`src/hdl/wvlp_pkg.sv`:
```
package wvlp_pkg;

  // Defaults for the top-level parameters
  localparam int DEF_MAX_SAMPLES = 1024;
  localparam int DEF_SAMPLE_BITS = 16;

  // Row count limit and the fixed widths that follow from it
  localparam int MAX_BINS = 64;
  localparam int ROW_W    = 6;   // row number, 0..MAX_BINS-1
  localparam int NF_W     = 7;   // n_freq register

  // Configuration register indexes
  localparam int CFG_IDX_W = 2;
  localparam logic [CFG_IDX_W-1:0] REG_SIGNAL_LENGTH = 2'd0;
  localparam logic [CFG_IDX_W-1:0] REG_N_FREQ        = 2'd1;
  localparam logic [CFG_IDX_W-1:0] REG_COMPLEX_MODE  = 2'd2;

  // Command codes
  localparam logic CMD_LOAD    = 1'b0;
  localparam logic CMD_COMPUTE = 1'b1;

  // Per-row control carried alongside the store read
  typedef struct packed {
    logic             valid;
    logic [ROW_W-1:0] row;
    logic             real_only;  // center row: real part only
    logic             zero;       // row outside the edge limit
    logic             last;
  } row_ctl_t;

endpackage

```
`src/hdl/wvlp_mac.sv`:
```
module wvlp_mac #(
  parameter int SAMPLE_BITS = wvlp_pkg::DEF_SAMPLE_BITS,
  parameter int OUT_W       = 2 * SAMPLE_BITS + 1
) (
  input  logic                        clk,
  input  logic                        rst_n,
  input  wvlp_pkg::row_ctl_t          ctl,
  input  logic [2*SAMPLE_BITS-1:0]    rdata_a,
  input  logic [2*SAMPLE_BITS-1:0]    rdata_b,
  input  logic                        complex_mode,
  output logic                        pending,
  output logic                        out_valid,
  output logic [wvlp_pkg::ROW_W-1:0]  out_row_index,
  output logic signed [OUT_W-1:0]     out_lag_real,
  output logic signed [OUT_W-1:0]     out_lag_imag,
  output logic                        out_last_row
);

  localparam int SB = SAMPLE_BITS;
  localparam int PW = 2 * SAMPLE_BITS;

  logic signed [SB-1:0] ra, ia, rb, ib;
  logic signed [PW-1:0] p_rr_r, p_ii_r, p_ir_r, p_ri_r;
  wvlp_pkg::row_ctl_t   ctl2_r;

  logic signed [OUT_W-1:0] re_nxt, im_nxt;
  logic                    out_valid_r;
  logic [wvlp_pkg::ROW_W-1:0] out_row_r;
  logic signed [OUT_W-1:0] out_re_r, out_im_r;
  logic                    out_last_r;

  // Store word is {real, imag}; a is x(p+lag), b is x(p-lag)
  assign ra = rdata_a[PW-1:SB];
  assign ia = rdata_a[SB-1:0];
  assign rb = rdata_b[PW-1:SB];
  assign ib = rdata_b[SB-1:0];

  // Multiply stage
  always_ff @(posedge clk) begin
    p_rr_r <= ra * rb;
    p_ii_r <= ia * ib;
    p_ir_r <= ia * rb;
    p_ri_r <= ra * ib;
  end

  always_ff @(posedge clk) begin
    if (!rst_n) begin
      ctl2_r <= '0;
    end else begin
      ctl2_r <= ctl;
    end
  end

  // Combine stage: x(p+lag) * conj(x(p-lag))
  always_comb begin
    re_nxt = OUT_W'(p_rr_r);
    im_nxt = '0;
    if (complex_mode) begin
      re_nxt = OUT_W'(p_rr_r) + OUT_W'(p_ii_r);
      if (!ctl2_r.real_only) begin
        im_nxt = OUT_W'(p_ir_r) - OUT_W'(p_ri_r);
      end
    end
    if (ctl2_r.zero) begin
      re_nxt = '0;
      im_nxt = '0;
    end
  end

  always_ff @(posedge clk) begin
    if (!rst_n) begin
      out_valid_r <= 1'b0;
    end else begin
      out_valid_r <= ctl2_r.valid;
    end
  end

  always_ff @(posedge clk) begin
    out_row_r  <= ctl2_r.row;
    out_re_r   <= re_nxt;
    out_im_r   <= im_nxt;
    out_last_r <= ctl2_r.last;
  end

  assign pending       = ctl.valid || ctl2_r.valid;
  assign out_valid     = out_valid_r;
  assign out_row_index = out_row_r;
  assign out_lag_real  = out_re_r;
  assign out_lag_imag  = out_im_r;
  assign out_last_row  = out_last_r;

endmodule

```
`config.mk`:
```
export PLATFORM = sky130hd
export DESIGN_NAME = wvlp_mac
export DESIGN_NICKNAME = d
export VERILOG_FILES = /design/src/hdl/wvlp_pkg.sv /design/src/hdl/wvlp_mac.sv
export SDC_FILE = /design/constraint.sdc
export NUM_CORES = 2
export LEC_CHECK = 0
export BUFFER_PORTS_ARGS = -buffer_cell sky130_fd_sc_hd__buf_2
export CORE_UTILIZATION = 44
export CTS_BUF_LIST = sky130_fd_sc_hd__clkbuf_4
export CTS_CLUSTER_DIAMETER = 100
export DETAILED_ROUTE_END_ITERATION = 12
export GPL_TIMING_DRIVEN = 1
export PLACE_DENSITY = 0.66
export SLEW_MARGIN = 25
export SYNTH_ARGS = -nofsm -noshare
export SYNTH_HDL_FRONTEND = slang
export SYNTH_SLANG_ARGS = --single-unit
```
`constraint.sdc`:
```
create_clock -name clk -period 8.2 [get_ports clk]
set_input_delay 2.46 -clock clk [delete_from_list [all_inputs] [get_ports clk]]
set_output_delay 2.46 -clock clk [all_outputs]
set_load 0.05 [all_outputs]
```
# --- Yosys cells after proc, flatten, opt, wreduce, memory -nomap -nowiden ---
# Index checks and enable logic that the tools add are counted.
word_totals:
  register_bits: 212
  in_bits: 77
  out_inout_bits: 75
  elab_cells: 24
classes:
  add_sub_neg: 2
  mul: 4
  muxes: 1
  bitwise_logic: 1
  reduce_logical: 2
op_table:
  columns: ["operator", "count"]
  rows:
  - ["$mul A16 B16 Y32", 4]
  - ["$add A32 B32 Y33", 1]
  - ["$mux W33", 1]
  - ["$sub A32 B32 Y33", 1]
  - ["$reduce_or A3 Y1", 1]
  - ["$logic_or A1 B1 Y1", 1]
  - ["$not A1 Y1", 1]

# --- Logic depth before layout (Yosys ltp) ---
depth:
  ltp_word: 2
  depth_mapped: 24
  mapped_depth_nobuf: 23

# --- Worst setup path after synthesis ---
# Ideal clock, no wire load.
synth_timing:
  path_kind: "input to register"
  startpoint: "input port rdata_a[31]"
  endpoint: "register p_ri_r[31]"
  setup_ns: 0.072
  arrival_ns: 7.961
  t_required_ns: 8.128
  path_slack_ns: 0.167
  cell_stages: 20
  path_buffers: 2
  path_cell_list: "clkbuf_1 > nand2_1 > inv_1 > fa_1 > fa_1 > fa_1 > fa_1 > fa_1 > inv_1 > fa_1 > inv_1 > ha_1 > clkbuf_1 > a21oi_1 > o21ai_0 > a31o_2 > a2111oi_2 > o31ai_1 > a21oi_1 > xnor2_1"
synth_between:
  elab_chain_len: 1
synth_lines:
  columns: ["element", "line_no", "source"]
  rows:
  - ["from (decl)", "wvlp_mac.sv:8", "input logic [2*SAMPLE_BITS-1:0] rdata_a,"]
  - ["$mul A16 B16 Y32", "wvlp_mac.sv:43", "p_ri_r <= ra * ib;"]
  - ["to (signal assigned)", "wvlp_mac.sv:43", null]
  - ["to (decl)", "wvlp_mac.sv:23", "logic signed [PW-1:0] p_rr_r, p_ii_r, p_ir_r, p_ri_r;"]
# No other way between the ends.
# A chain may end at the register's enable or synchronous reset.

# --- Worst setup path after layout ---
layout_timing:
  startpoint: "input port rdata_b[18]"
  endpoint: "register p_ir_r[31]"
layout_between:
  elab_chain_len: 1
layout_lines:
  columns: ["element", "line_no", "source"]
  rows:
  - ["from (decl)", "wvlp_mac.sv:9", "input logic [2*SAMPLE_BITS-1:0] rdata_b,"]
  - ["$mul A16 B16 Y32", "wvlp_mac.sv:42", "p_ir_r <= ia * rb;"]
  - ["to (signal assigned)", "wvlp_mac.sv:42", null]
  - ["to (decl)", "wvlp_mac.sv:23", null]
# No other way between the ends.

==> reports/metrics.yaml <==
sta:
  slew_headroom_pct: 40.0
  hold_viol: 0
  min_period_ps: 8080
  setup_ws_ps: 124
  finalSetupViolCount: 0
  fmax_ghz: 0.124
  rsz0062_at_grt: "no"
  worst_pin_slew_ps: 901
  fin_crit_sh_pct: 98.5
  setup_tns_ps: 0
  finClkSkew_ps: 111
  slew_viol_final: 0
setup_path:
  arrival_ps: 8830
  endpoint: "p_ir_r[31]$_DFF_P_"
  cp-end-kind: "register"
  cp_max_fo: 24
  worstReg2RegStart: "p_ir_r[2]$_DFF_P_"
  reg2reg_depth: 10
  required_ps: 8950
  regToRegEndpoint: "out_lag_imag[28]$_SDFF_PP0_"
  reg2reg_setup_slack_ps: 4940
  startpoint_type: "input pin"
  crit_type: "in2reg"
  critPathLaunch: "rdata_b[18]"
yosys:
  synth_top_area_share_pct: 44.1
  synth.area.mux_share_pct: 0.399
  synthTopCellsByCount: "1213 x inv_1, 1050 x fa_1, 536 x nand2_1"
  synthTopCellsByArea: "fa_1 44%, ha_1 10%, inv_1 9.6%"
  ys_seq_elements: 212
  synth_compound_area_share_pct: 6.84
  synth-adder-area-share_pct: 54.4
  synth_top_family_by_area: "adder cells"
  syn_nets: 6710
  yosys_warnings: 0
  seq_area_frac_synth_pct: 8.91
  synth_area_um2: 47600
  synth-edff-count: 0
  synth_top_area_cell: "fa_1"
  synth_area_per_cell_um2: 9.18
  synth_cell_type_count: 79
  synth_flop_cell: "dfxtp_1"
  post-synth-top-count-cell: "inv_1"
  yosys.area_share.xor_xnor_pct: 3.11
  async_flop_share_pct: 0
  syn-instance-count: 5191
  yosys.area_share.simple_pct: 15.0
grt:
  overflow: 0
  grt_use_met2_pct: 37.4
  use_met1_pct: 33.0
  busiest_layer: "met2"
  grt_max_degree: 40
  track_usage_pct: 23.4
  grt_pass1_wl_um: 200000
  grt_pass1_vias: 37200
  met3_usage_pct: 3.39
  antenna_found_initial: 7
cts:
  h-tree-depth: 2
  cts.path.max_buffers: 3
  cts.clk_slew.worst_paths_ps: 60
  clock_latency_ps: 900
  clock-sinks: 212
  cts_tree: "done"
  hold_buffers: 0
  cts_made_buffers: 57
  clockRootBuffer: "clkbuf_4"
place:
  dp_hpwl_um: 102000
  place.port_buffers: 151
  place.gp.congestion: 0.912
  pre_cts_ws_ps: -578
die:
  die_w_um: 331
  ioPinCount: 152
  dieHeight_um: 331
  coreArea_um2: 107000
  initial_core_util_pct: 44.4
  die-area_um2: 110000
  fp-row-count: 120
routing:
  drt_pre_antenna_iters: 6
  wl_per_cell_um: 16.9
  drc_errors: 0
  drtAntennaViolNets: 0
  drt_iter0_markers: 2273
  wl_um: 120000
  avgViaCountPerCell: 4.99
  dr_total_vias: 35300
cells_and_area:
  layout-drive-gt1-share_pct: 12.9
  syn_to_final_growth_pct: 13.3
  fin_nets: 7154
status:
  status: "complete, no violations"
job:
  drv_cap: 0
min_path:
  hp-start: "ctl2_r[3]$_SDFF_PN0_"
  hold_path.class: "reg2reg"
==> layout make-up <==
class / count / area (µm²)
multi-input cells: 3544 / 38000
fillers: 9995 / 53200
well taps: 1403 / 1760
flip-flops and latches: 212 / 4240
diodes: 3 / 7.51
clock inverters: 25 / 236
repair buffers: 606 / 4620
clock buffers: 69 / 518
inverters: 1214 / 4560
==> layout by cell type (no fill, tap or decap), drive strengths merged, types with 9 or more instances in the layout <==
cell type / netlist / routed
and2: 520 / 520
nand4: 11 / 11
or2: 9 / 9
clkbuf: 210 / 70
a31oi: 13 / 13
a21o: 71 / 71
o21a: 40 / 40
nor3: 41 / 41
nor2b: 19 / 19
o21bai: 26 / 26
xor2: 43 / 43
a21oi: 137 / 137
dfxtp: 212 / 212
buf: 11 / 605
xnor2: 126 / 126
inv: 1213 / 1215
nor2: 187 / 187
and3: 18 / 18
mux2i: 19 / 19
o31ai: 9 / 9
fa: 1050 / 1050
ha: 392 / 392
nand2: 536 / 536
clkinv: 1 / 18
nand3: 24 / 24
o21ai: 81 / 81
a211oi: 27 / 27
nand2b: 35 / 35
o211ai: 10 / 10
or3: 12 / 12
==> critical path: stages <==
cell and delay (ps):
buf_2 460, nand2_1 190, inv_1 120, fa_1 470, buf_4 190, fa_1 460
fa_1 510, fa_1 520, fa_1 490, inv_1 50, fa_1 470, inv_1 40
ha_1 340, a21oi_1 180, nor2b_1 50, o21ai_0 220, o21ai_0 130, a21oi_1 340
buf_4 190, a21oi_1 120, a31oi_4 240, buf_4 160, nor2_1 40, a211oi_1 340
==> state kept, by name, summed over array words and instances (netlist names) <==
name and flops:
ctl2_r 10, p_ir_r 32, out_lag_real 33, out_row_index 6
out_lag_imag 33, p_ri_r 32, out_last_row 1, p_ii_r 32
out_valid 1, p_rr_r 32
==> routing by layer <==
layer | vias up | part of all wire, %
met4 | 6 | 2.8
met5 | - | 0.032
met2 | 978 | 46
met3 | 136 | 6.4
li1 | 16400 | -
met1 | 17800 | 45
==> cell families (layout without fill, tap and decap cells) <==
kind of cell / after synthesis / count (layout)
AO/OA/AOI/OAI: 479 / 479
XOR/XNOR: 169 / 169
adder cells (fa/ha/maj): 1442 / 1442
buffers and inverters: 1435 / 1914
flip-flops: 212 / 212
multiplexers: 19 / 19
other: 0 / 3
AND/OR/NAND/NOR: 1435 / 1435
==> metrics by stage <==
stage	hold WS [ps]	utilization (%)	cell area, µm²	cells
global route	284	50.3	54000	7074
detailed placement	312	49.6	53200	6979
CTS	301	50.3	53900	7073
global placement	310	49.6	53200	6979
floorplan	310	-	47600	5191
finish	304	50.3	54000	7076
==> how the worst min path moves through the flow <==
stage	endpoint	cells after the start	slack, ps
after detailed placement	out_last_row$_DFF_P_	0	310
after CTS	out_row_index[0]$_DFF_P_	0	300
after floorplan	out_last_row$_DFF_P_	0	310
final	out_row_index[0]$_DFF_P_	0	300
after global placement	out_row_index[2]$_DFF_P_	0	310
after global routing	out_row_index[0]$_DFF_P_	0	280
==> repair_timing <==
action | in CTS | in global routing
endpoints found under the setup margin | 0 | 3
setup buffers | 0 | 0
resized for setup | 0 | 2
Power is left out: the tool's default activity adds up to more than one toggle a clock period on the data nets, which glitch-free logic cannot reach.
