==> src/hdl/wvlp_pkg.sv <==
package wvlp_pkg;

  // Defaults for the top-level parameters
  localparam int DEF_MAX_SAMPLES = 1024;
  localparam int DEF_SAMPLE_BITS = 16;

  // Row count limit and the fixed widths that follow from it
  localparam int MAX_BINS = 64;
  localparam int ROW_W    = 6;   // row number, 0..MAX_BINS-1
  localparam int NF_W     = 7;   // n_freq register

  // Configuration register indexes
  localparam int CFG_IDX_W = 2;
  localparam logic [CFG_IDX_W-1:0] REG_SIGNAL_LENGTH = 2'd0;
  localparam logic [CFG_IDX_W-1:0] REG_N_FREQ        = 2'd1;
  localparam logic [CFG_IDX_W-1:0] REG_COMPLEX_MODE  = 2'd2;

  // Command codes
  localparam logic CMD_LOAD    = 1'b0;
  localparam logic CMD_COMPUTE = 1'b1;

  // Per-row control carried alongside the store read
  typedef struct packed {
    logic             valid;
    logic [ROW_W-1:0] row;
    logic             real_only;  // center row: real part only
    logic             zero;       // row outside the edge limit
    logic             last;
  } row_ctl_t;

endpackage

==> src/hdl/wvlp_addr_gen.sv <==
module wvlp_addr_gen #(
  parameter int MAX_SAMPLES = wvlp_pkg::DEF_MAX_SAMPLES,
  parameter int IDX_W       = $clog2(MAX_SAMPLES),
  parameter int LEN_W       = IDX_W + 1
) (
  input  logic                  clk,
  input  logic                  rst_n,
  input  logic                  launch,
  input  logic [LEN_W-1:0]      time_instant,
  input  logic [LEN_W-1:0]      signal_length,
  input  logic [wvlp_pkg::NF_W-1:0] n_freq,
  output logic                  running,
  output logic [IDX_W-1:0]      raddr_a,
  output logic [IDX_W-1:0]      raddr_b,
  output wvlp_pkg::row_ctl_t    ctl
);

  localparam int NF_W  = wvlp_pkg::NF_W;
  localparam int ROW_W = wvlp_pkg::ROW_W;
  // signed working width: covers positions, lags and limits
  localparam int SW    = ((LEN_W > NF_W) ? LEN_W : NF_W) + 2;

  logic [LEN_W-1:0]     len_c;
  logic [NF_W-1:0]      nb_c;
  logic [NF_W-1:0]      half_c;
  logic signed [SW-1:0] pos_c, lenp_c, halfp_c, lim_len_c, lim_half_c, tau_c;
  logic                 hok_c;

  logic                 running_r, running_nxt;
  logic [ROW_W-1:0]     row_r, row_nxt;
  logic [NF_W-1:0]      nb_r, half_r;
  logic signed [SW-1:0] pos_r, tau_r;
  logic                 hok_r;

  logic signed [SW-1:0] halfp_r, lag, mag, lag_e, addr_a, addr_b;
  logic                 lag_pos, use_tau, half_row, use_row, last_row;
  wvlp_pkg::row_ctl_t   ctl_r, ctl_nxt;

  // Column setup: clamp the registers, find the edge limit
  always_comb begin
    len_c      = (signal_length > LEN_W'(MAX_SAMPLES)) ? LEN_W'(MAX_SAMPLES) : signal_length;
    nb_c       = (n_freq > NF_W'(wvlp_pkg::MAX_BINS)) ? NF_W'(wvlp_pkg::MAX_BINS) : n_freq;
    half_c     = nb_c >> 1;
    pos_c      = $signed(SW'(time_instant)) - SW'(1);
    lenp_c     = $signed(SW'(len_c));
    halfp_c    = $signed(SW'(half_c));
    lim_len_c  = lenp_c - pos_c - SW'(1);
    lim_half_c = halfp_c - SW'(1);
    tau_c      = pos_c;
    if (lim_len_c < tau_c) begin
      tau_c = lim_len_c;
    end
    if (lim_half_c < tau_c) begin
      tau_c = lim_half_c;
    end
    hok_c = (pos_c >= halfp_c) && (pos_c <= lenp_c - halfp_c - SW'(1));
  end

  // Per-row lag, in-bounds test and store addresses
  always_comb begin
    halfp_r  = $signed(SW'(half_r));
    lag_pos  = ({1'b0, row_r, 1'b0} < {1'b0, nb_r});
    lag      = lag_pos ? $signed(SW'(row_r)) : $signed(SW'(row_r)) - $signed(SW'(nb_r));
    mag      = (lag < 0) ? -lag : lag;
    use_tau  = (mag <= tau_r);
    half_row = ({1'b0, row_r} == half_r) && hok_r;
    use_row  = use_tau || half_row;
    lag_e    = use_tau ? lag : halfp_r;
    addr_a   = pos_r + lag_e;
    addr_b   = pos_r - lag_e;
    last_row = ({1'b0, row_r} == nb_r - NF_W'(1));

    ctl_nxt.valid     = running_r;
    ctl_nxt.row       = row_r;
    ctl_nxt.real_only = !use_tau && half_row;
    ctl_nxt.zero      = !use_row;
    ctl_nxt.last      = last_row;

    raddr_a = use_row ? addr_a[IDX_W-1:0] : '0;
    raddr_b = use_row ? addr_b[IDX_W-1:0] : '0;
  end

  // Row sequencer
  always_comb begin
    running_nxt = running_r;
    row_nxt     = row_r;
    if (running_r) begin
      if (last_row) begin
        running_nxt = 1'b0;
      end else begin
        row_nxt = row_r + ROW_W'(1);
      end
    end else if (launch && (nb_c != '0)) begin
      running_nxt = 1'b1;
      row_nxt     = '0;
    end
  end

  always_ff @(posedge clk) begin
    if (!rst_n) begin
      running_r <= 1'b0;
      row_r     <= '0;
      ctl_r     <= '0;
    end else begin
      running_r <= running_nxt;
      row_r     <= row_nxt;
      ctl_r     <= ctl_nxt;
    end
  end

  // Column parameters, held for the whole column
  always_ff @(posedge clk) begin
    if (!running_r && launch) begin
      nb_r   <= nb_c;
      half_r <= half_c;
      pos_r  <= pos_c;
      tau_r  <= tau_c;
      hok_r  <= hok_c;
    end
  end

  assign running = running_r;
  assign ctl     = ctl_r;

  // Row counter never passes the column's row count
  a_row_in_range: assert property (@(posedge clk) disable iff (!rst_n)
    running_r |-> ({1'b0, row_r} < nb_r))
    else $error("row counter beyond row count");

  // Issuing the final row ends the column
  a_last_stops: assert property (@(posedge clk) disable iff (!rst_n)
    running_r && last_row |=> !running_r)
    else $error("sequencer ran past the last row");

  // A row of the column marked for the real part alone cannot be a zero row
  a_center_used: assert property (@(posedge clk) disable iff (!rst_n)
    ctl_r.valid && ctl_r.real_only |-> !ctl_r.zero)
    else $error("center row flagged both real-only and zero");

endmodule

==> config.mk <==
export PLATFORM = sky130hd
export DESIGN_NAME = wvlp_addr_gen
export DESIGN_NICKNAME = d
export VERILOG_FILES = /design/src/hdl/wvlp_pkg.sv /design/src/hdl/wvlp_addr_gen.sv
export SDC_FILE = /design/constraint.sdc
export NUM_CORES = 1
export LEC_CHECK = 0
export BUFFER_PORTS_ARGS = -buffer_cell sky130_fd_sc_hd__buf_4
export CAP_MARGIN = 20
export CORE_MARGIN = 2
export CORE_UTILIZATION = 30
export CTS_CLUSTER_DIAMETER = 40
export DETAILED_ROUTE_END_ITERATION = 10
export GPL_TIMING_DRIVEN = 0
export SYNTH_ARGS = -nofsm -noshare
export SYNTH_HDL_FRONTEND = slang
export SYNTH_SLANG_ARGS = --single-unit
export TNS_END_PERCENT = 1
==> constraint.sdc <==
create_clock -name clk -period 11.8 [get_ports clk]
set_input_delay 2.95 -clock clk [delete_from_list [all_inputs] [get_ports clk]]
set_output_delay 2.95 -clock clk [all_outputs]
set_load 0.01 [all_outputs]
Yosys cells after proc, flatten, opt, wreduce, memory -nomap -nowiden:

Index checks and enable logic that the tools add are counted.

* bits of input ports: 32
* bits in writable memories: 0
* flip-flop bits (word level): 54
* output and inout port bits: 31
* word-level logic and storage cells: 63
* memories kept: 0
* latch bits: 0
* memory bits (read-only): 0

* equal/unequal tests: 3
* $mul: 0
* bitwise operators: 0
* magnitude comparators: 9
* div/mod/pow operators: 0
* muxes and demuxes: 15
* add/subtract/negate cells: 12
* shift-type cells: 0
* reductions and logical operators: 12

Operator list (count)
* $mux W13: 4
* $mux W10: 3
* $mux W6: 3
* $le A12 B13 Y1: 1
* $le A13 B13 Y1: 1
* $lt A13 B1 Y1 const B: 1
* $lt A13 B12 Y1: 1
* $lt A7 B13 Y1: 1
* $neg A13 Y13: 1
* $sub A12 B12 Y13: 1
* $sub A12 B2 Y13 const B: 1
* $sub A13 B2 Y13 const B: 1
* $ge A12 B7 Y1: 1
* $sub A11 B1 Y12 const B: 1
* $sub A11 B6 Y12: 1
* $gt A11 B11 Y1 const B: 1
* $mux W11: 1
* $add A10 B10 Y10: 1
* $sub A10 B10 Y10: 1
* $sub A6 B7 Y8: 1
* $eq A6 B7 Y1: 1
* $gt A7 B7 Y1 const B: 1
* $lt A7 B7 Y1: 1
* $mux W7: 1
* 12 further kinds: 20

Logic depth before layout (Yosys ltp):

Gate-level depths: netlist (run 1).

* word-level depth: 8
* depth in mapped cells: 34
* gate-level depth less buffers: 32

Worst setup path after synthesis (run 1):

OpenSTA, ideal clock, no wires.

* kind: register to output
* start point: reg nb_r[4]
* end point: out raddr_a[9]
* arrival: 6.305 ns
* cell stages (with the launch flop): 30
* slack: 2.545 ns
* path through: edfxtp_1 -> inv_1 -> ha_1 -> a21o_1 -> a21o_1 -> a221oi_1 -> clkbuf_1 -> mux2i_1 -> inv_1 -> ha_1 -> mux2_2 -> ha_1 -> nor2b_1 -> o21a_1 -> o21a_1 -> o21ai_0 -> a211o_1 -> o221ai_1 -> nor2_1 -> a21o_1 -> ha_1 -> a21o_1 -> a21oi_1 -> nor2b_1 -> o21a_1 -> o41ai_1 -> o21bai_1 -> a21oi_1 -> xnor3_1 -> nor2_1

* cells in the longest elaborated chain, start to end: 8
* elaborated cells on any way between the ends: 11

Ends and longest elaborated chain
* start, declared: line wvlp_addr_gen.sv:31 `logic [NF_W-1:0] nb_r, half_r;`
* start signal, assigned: line wvlp_addr_gen.sv:114 `nb_r <= nb_c;`
* $sub A6 B7 Y8 or $lt A7 B7 Y1 (tied branches): line wvlp_addr_gen.sv:63, wvlp_addr_gen.sv:62
* $mux W13 (*): line wvlp_addr_gen.sv:63 `lag = lag_pos ? $signed(SW'(row_r)) : $signed(SW'(row_r)) - $signed(SW'(nb_r));`
* $neg A13 Y13 or $lt A13 B1 Y1 (tied branches): line wvlp_addr_gen.sv:64 `mag = (lag < 0) ? -lag : lag;`
* $mux W13: line wvlp_addr_gen.sv:64
* $le A13 B13 Y1: line wvlp_addr_gen.sv:65 `use_tau = (mag <= tau_r);`
* $mux W10: line wvlp_addr_gen.sv:68 `lag_e = use_tau ? lag : halfp_r;`
* $add A10 B10 Y10: line wvlp_addr_gen.sv:69 `addr_a = pos_r + lag_e;`
* $mux W10 (*): line wvlp_addr_gen.sv:79 `raddr_a = use_row ? addr_a[IDX_W-1:0] : '0;`
* end, declared: line wvlp_addr_gen.sv:13 `output logic [IDX_W-1:0] raddr_a,`

Every way passes the cells marked *; elsewhere a longest branch is shown, timed or not.

Worst setup path in the final report (run 1):

Ends and elaborated chain as after synthesis.

==> impl_metrics.json, run 1 <==
{
  "maxCapViolations": 0,
  "ys_ff_latch": 48,
  "top_usage_layer": "met2",
  "synth_cells": 757,
  "antenna_found_initial": 0,
  "leading_register_cell_type_out_of_synthesis": "sky130_fd_sc_hd__edfxtp_1",
  "combined_area_of_the_multi_input_logic_cells_sq_um": 4760,
  "cp_slowest_stage_delay_ns": 0.52,
  "syn-cell-area_sq_um": 6360,
  "initial_core_util": 0.305,
  "setup_tns_ns": 0,
  "detail_route.wl_per_cell_um": 14.3,
  "numClockSinks": 48,
  "synth.most_common_cell": "sky130_fd_sc_hd__ha_1",
  "synth.yosys.seq_area_share": 0.200,
  "critical_r2r_launch": "nb_r[4]",
  "drt_wl_total_um": 15800,
  "drt_pre_antenna_iters": 5,
  "max_freq_mhz": 92.5,
  "timing.critical_path.from": "nb_r[4]",
  "die-width_um": 150,
  "dpl.cell_count": 1098,
  "clk_root_buffer_cell": "sky130_fd_sc_hd__clkbuf_16",
  "worst_path_most_repeated_cell": "sky130_fd_sc_hd__a21o_1",
  "arrival_ns": 7.86,
  "run_status": "finished clean",
  "die_height_um": 150,
  "clk_pin_slew_worst_paths_ns": 0.06,
  "final_core_util": 0.352,
  "power.density_cell_area_nw_per_um2": 99.8,
  "buffer_ports.inserted": 62,
  "antenna_violating_nets_remaining": 0,
  "synthDominantCellAreaShare": 0.216,
  "critical_path_peak_fanout": 10,
  "fin_skew_ns": 0.00726,
  "routed-via-count": 5471,
  "globalRouteMet2Util": 0.258,
  "detail_route.iter0.violations": 243,
  "worstHoldStart": "row_r[0]",
  "ctsHoldBuffers": 0,
  "hold_path.class": "reg -> reg",
  "synth_async_sr_flop_share": 0,
  "vias_per_inst": 4.95,
  "detail_route.drc_violations": 0,
  "cp.buffers_inverters": 4,
  "global_route_wire_length_before_repair_um": 25800,
  "global_route_track_usage_on_met1": 0.184,
  "netlist.top_cell.by_area": "sky130_fd_sc_hd__ha_1",
  "p_leak_nw": 3.50,
  "worst-slew-pin-transition_ns": 0.882,
  "synth_edf_count": 31,
  "synth.yosys.warnings": 0,
  "path_delay_family": "compound AO/OA/AOI/OAI gates",
  "num_antenna_cells": 0,
  "netlist_top_cells_area": "sky130_fd_sc_hd__ha_1, sky130_fd_sc_hd__edfxtp_1, sky130_fd_sc_hd__xnor2_1",
  "nFillCells": 2193,
  "area_taken_by_flip_flops_and_latches_sq_um": 1270,
  "timing.setup.critical_path_class": "reg -> out",
  "tritoncts_clock_tree": "built",
  "number_of_buffers_created_by_cts": 5,
  "clock_insertion_delay_worst_skew_ns": 0.29,
  "cts-resized-gates": 0,
  "synthToLayoutAreaGrowth_pct": 15.5,
  "synth.cells.most_frequent": "sky130_fd_sc_hd__ha_1, sky130_fd_sc_hd__inv_1, sky130_fd_sc_hd__nor2_1, sky130_fd_sc_hd__a21oi_1, sky130_fd_sc_hd__xnor2_1",
  "grt_setup_unrepaired": "no",
  "timing_hold_violations_final": 0,
  "placement_rows": 53,
  "worstPathRequired_ns": 8.85,
  "use_met3": 0.0125,
  "startpoint_type": "register",
  "globalRouteOverflowTotal": 0,
  "cts_setup_buffers": 0,
  "final-setup-viol-count": 0,
  "synth_cell_types": 69,
  "cts_htree_levels": 2,
  "number_of_global_route_vias_before_repair": 5267,
  "num-nets-final": 975,
  "core-area_sq_um": 20900,
  "end_kind": "output port",
  "max-slew-margin-rel": 0.412,
  "slew_violations": 0,
  "vdd_drop_max_v": 0.0000488,
  "final_cell_count_no_fill": 1106,
  "grt_start_max_net_pins": 33,
  "io_pins": 63,
  "period_minus_slack_ns": 10.81,
  "slowest_stage": "sky130_fd_sc_hd__a2111oi_0",
  "finalCritPeriodShare": 0.916,
  "cts_buffer_depth": 2,
  "grtUsageTotal": 0.143,
  "die-area_sq_um": 22400,
  "post-dp-hpwl_um": 13600,
  "globalplace.congestion": 0.923,
  "synth.avg_cell_area_sq_um": 8.40,
  "final_hold_slack_ns": 0.525,
  "drive_above_1_share": 0.103
}
-- cell type report --
cell class / instances / area share
well taps: 275 / 0.0468
inverters: 79 / 0.0404
plain buffers: 13 / 0.00818
flip-flops and latches: 48 / 0.173
clock buffers: 7 / 0.0194
clock inverters: 1 / 0.00119
multi-input cells: 621 / 0.648
repair buffers: 62 / 0.0634
-- flip-flops by register name (all words and copies together), names as in the netlist --
signal / flops
tau_r: 13
ctl: 10
pos_r: 10
nb_r: 7
row_r: 6
hok_r: 1
running: 1
-- metal layers --
layer / vias to the layer above / wire (um)
li1: 2845 / -
met4: 0 / 193
met1: 2530 / 7470
met3: 13 / 529
met5: - / 0
met2: 83 / 7640
-- cells in the final DEF (no fill, tap or decap), types with 3 or more instances in the layout --
cell type	n
sky130_fd_sc_hd__fa_1	3
sky130_fd_sc_hd__a211o_1	3
sky130_fd_sc_hd__nor3b_1	3
sky130_fd_sc_hd__xor2_1	17
sky130_fd_sc_hd__mux2i_1	23
sky130_fd_sc_hd__buf_4	63
sky130_fd_sc_hd__o21bai_1	6
sky130_fd_sc_hd__nor2_1	61
sky130_fd_sc_hd__o211ai_1	5
sky130_fd_sc_hd__nand3_1	18
sky130_fd_sc_hd__clkbuf_16	5
sky130_fd_sc_hd__inv_1	79
sky130_fd_sc_hd__clkbuf_1	12
sky130_fd_sc_hd__xnor2_1	50
sky130_fd_sc_hd__a211oi_1	9
sky130_fd_sc_hd__maj3_1	3
sky130_fd_sc_hd__nor4_1	4
sky130_fd_sc_hd__o21a_1	12
sky130_fd_sc_hd__nand4_1	11
sky130_fd_sc_hd__conb_1	5
sky130_fd_sc_hd__a21o_1	28
sky130_fd_sc_hd__o21ai_0	31
sky130_fd_sc_hd__ha_1	110
sky130_fd_sc_hd__a21oi_1	56
sky130_fd_sc_hd__or3_1	8
sky130_fd_sc_hd__and3_1	7
sky130_fd_sc_hd__nor3_1	15
sky130_fd_sc_hd__dfxtp_1	17
sky130_fd_sc_hd__and2_1	10
sky130_fd_sc_hd__nor2b_1	25
sky130_fd_sc_hd__nand2b_1	15
sky130_fd_sc_hd__edfxtp_1	31
sky130_fd_sc_hd__nand2_1	34
-- tightest hold or removal path, cell delays in order (launching register included) --
cell and delay [ns]:
sky130_fd_sc_hd__dfxtp_1 0.35, sky130_fd_sc_hd__nand2_1 0.07, sky130_fd_sc_hd__a21oi_1 0.05
-- report_power, final --
group | internal (mW) | switching, mW
clock network | 0.0848 | 0.0593
logic | 0.174 | 0.211
registers | 0.196 | 0.00823
-- metrics by stage --
stage          power (mW)  setup WS (ns)  area (sq um)
2_1_floorplan       0.481           2.54          6380
3_3_place_gp        0.589           1.32          7190
3_5_place_dp        0.592           1.28          7190
4_1_cts             0.740          0.944          7340
5_1_grt             0.795          0.334          7340
6_report            0.733          0.991          7340
-- kinds of logic (layout without fill, tap and decap cells) --
logic type      after synthesis  count (layout)  share of synthesized area
simple gates                226             226                      0.187
compound gates              179             179                      0.185
fa+ha+maj                   116             116                      0.231
buf+inv                      92             162                     0.0561
xor+xnor                     69              69                     0.0993
flops                        48              48                      0.200
mux                          26              26                     0.0415
other cells                   1               5                   0.000590
-- worst paths after layout --
path,to,slack [ns],depth (start not counted)
setup reg to reg,ctl[1],6.47,18
setup / recovery,raddr_a[9],0.99,30
hold / removal,row_r[0],0.52,2
hold reg to reg,row_r[0],0.52,2
Power figures use the tool's default switching activity.
==> run 2: changes to the inputs <==
- CORE_MARGIN: 2 -> unset
==> impl_metrics.json, run 2 (synthesized netlist as in run 1, its figures left out) <==
{
  "worst_slack_ns": 1.06,
  "power.density_cell_area_nw_per_um2": 101,
  "clk_pin_slew_worst_paths_ns": 0.06,
  "cts_setup_buffers": 0,
  "setup.reg_to_reg.worst_slack_ns": 6.42,
  "regMostFlops": "tau_r",
  "drt_pre_antenna_iters": 4,
  "final_hold_slack_ns": 0.535,
  "clk_root_buffer_cell": "sky130_fd_sc_hd__clkbuf_16",
  "die-area_sq_um": 21800,
  "timing.setup.critical_path_class": "reg -> out",
  "pre_cts_slack_ns": 1.32,
  "placement_rows": 52,
  "vdd_drop_max_v": 0.0000506,
  "most-common-layout-cells": "sky130_fd_sc_hd__ha_1, sky130_fd_sc_hd__inv_1, sky130_fd_sc_hd__buf_4, sky130_fd_sc_hd__nor2_1, sky130_fd_sc_hd__a21oi_1",
  "fin_skew_ns": 0.00464,
  "grtUsageTotal": 0.144,
  "number_of_cells_on_the_worst_hold_path": 2,
  "p_leak_nw": 3.52,
  "max_freq_mhz": 93.1,
  "buffer_ports.inserted": 62,
  "antenna_found_initial": 0,
  "setup_tns_ns": 0,
  "detail_route.drc_violations": 0,
  "routed-via-count": 5454,
  "critical_path_peak_fanout": 10,
  "cts_buffer_depth": 2,
  "critical_r2r_launch": "nb_r[4]",
  "worst-slew-pin-transition_ns": 0.903,
  "initial_core_util": 0.310,
  "worstHoldStart": "row_r[0]",
  "die-width_um": 148,
  "hold_path.class": "reg -> reg",
  "io_pins": 63,
  "detailroute.wirelength.met2_um": 7210,
  "number_of_buffers_created_by_cts": 5,
  "final_core_util": 0.359,
  "clock_insertion_delay_worst_skew_ns": 0.29,
  "timing_hold_violations_final": 0,
  "end_kind": "output port",
  "detail_route.iter0.violations": 243,
  "antenna_violating_nets_remaining": 0,
  "cts_htree_levels": 2,
  "globalplace.congestion": 0.906,
  "detail_route.wl_per_cell_um": 14.1,
  "globalRouteOverflowTotal": 0,
  "grt_setup_unrepaired": "no",
  "core-area_sq_um": 20500,
  "drive_above_1_share": 0.105,
  "number_of_flip_flops_under_the_largest_register_name": 13,
  "worstPathRequired_ns": 8.85,
  "cts-resized-gates": 0,
  "startpoint_type": "register",
  "vias_per_inst": 4.95,
  "layout.cells.most_common": "sky130_fd_sc_hd__ha_1",
  "period_minus_slack_ns": 10.74,
  "worst_path_most_repeated_cell": "sky130_fd_sc_hd__a21o_1",
  "finalCritPeriodShare": 0.910,
  "die_height_um": 148,
  "tritoncts_clock_tree": "built",
  "arrival_ns": 7.79,
  "num_antenna_cells": 0,
  "reg2regPathDepth": 18,
  "number_of_global_route_vias_before_repair": 5263,
  "timing.critical_path.from": "nb_r[4]",
  "met3RoutedLength_um": 542,
  "global_route_wire_length_before_repair_um": 25400,
  "numClockSinks": 48,
  "num-nets-final": 975,
  "maxCapViolations": 0,
  "grt_start_max_net_pins": 33,
  "top_signal_layer_used": "met4",
  "slew_violations": 0,
  "final-setup-viol-count": 0,
  "wl_met1_um": 7450,
  "ctsHoldBuffers": 0,
  "run_status": "finished clean",
  "drt_wl_total_um": 15500,
  "slowest_stage": "sky130_fd_sc_hd__a2111oi_0",
  "max-slew-margin-rel": 0.393,
  "post-dp-hpwl_um": 13300,
  "synthToLayoutAreaGrowth_pct": 15.7,
  "cp_slowest_stage_delay_ns": 0.58
}
-- run 2: power breakdown --
group          switching [mW]  internal (mW)  leakage [nW]  total [mW]
Sequential            0.00784          0.196         0.438       0.204
Combinational           0.210          0.174          2.99       0.384
Clock                  0.0595         0.0975        0.0852       0.157
Total                   0.277          0.468          3.52       0.745
-- run 2: final timing paths --
path / endpoint
min reg2reg: row_r[0]
max: raddr_a[8]
max reg2reg: ctl[1]
min: row_r[0]
-- run 2: layout make-up --
| type | count | area (sq um) |
|---|---|---|
| plain buffers | 13 | 60.1 |
| clock buffers | 7 | 164 |
| clock inverters | 1 | 8.76 |
| fillers | 2109 | 13100 |
| inverters | 79 | 297 |
| multi-input cells | 621 | 4760 |
| flip-flops and latches | 48 | 1270 |
| well taps | 270 | 338 |
| repair buffers | 62 | 465 |
-- run 2: critical path, delay by kind of cell (launching register included) --
family	cells	cell delay, ns
simple gates	4	0.68
compound gates	17	3.81
fa+ha+maj	4	1.27
flops	1	0.47
xor+xnor	1	0.15
buf+inv	4	1.14
-- run 2: routing by layer --
metal  vias up  global-route usage
li1       2841                   -
met1      2510               0.183
met5         -                   0
met3        15              0.0139
met4         0              0.0397
met2        88               0.256
-- run 2: per-stage QoR --
stage	cells	power, mW	instance area (sq um)
finish	1101	0.745	7360
global route	1101	0.805	7360
CTS	1101	0.752	7360
detailed placement	1093	0.592	7190
global placement	1093	0.588	7180
floorplan	761	0.481	6380
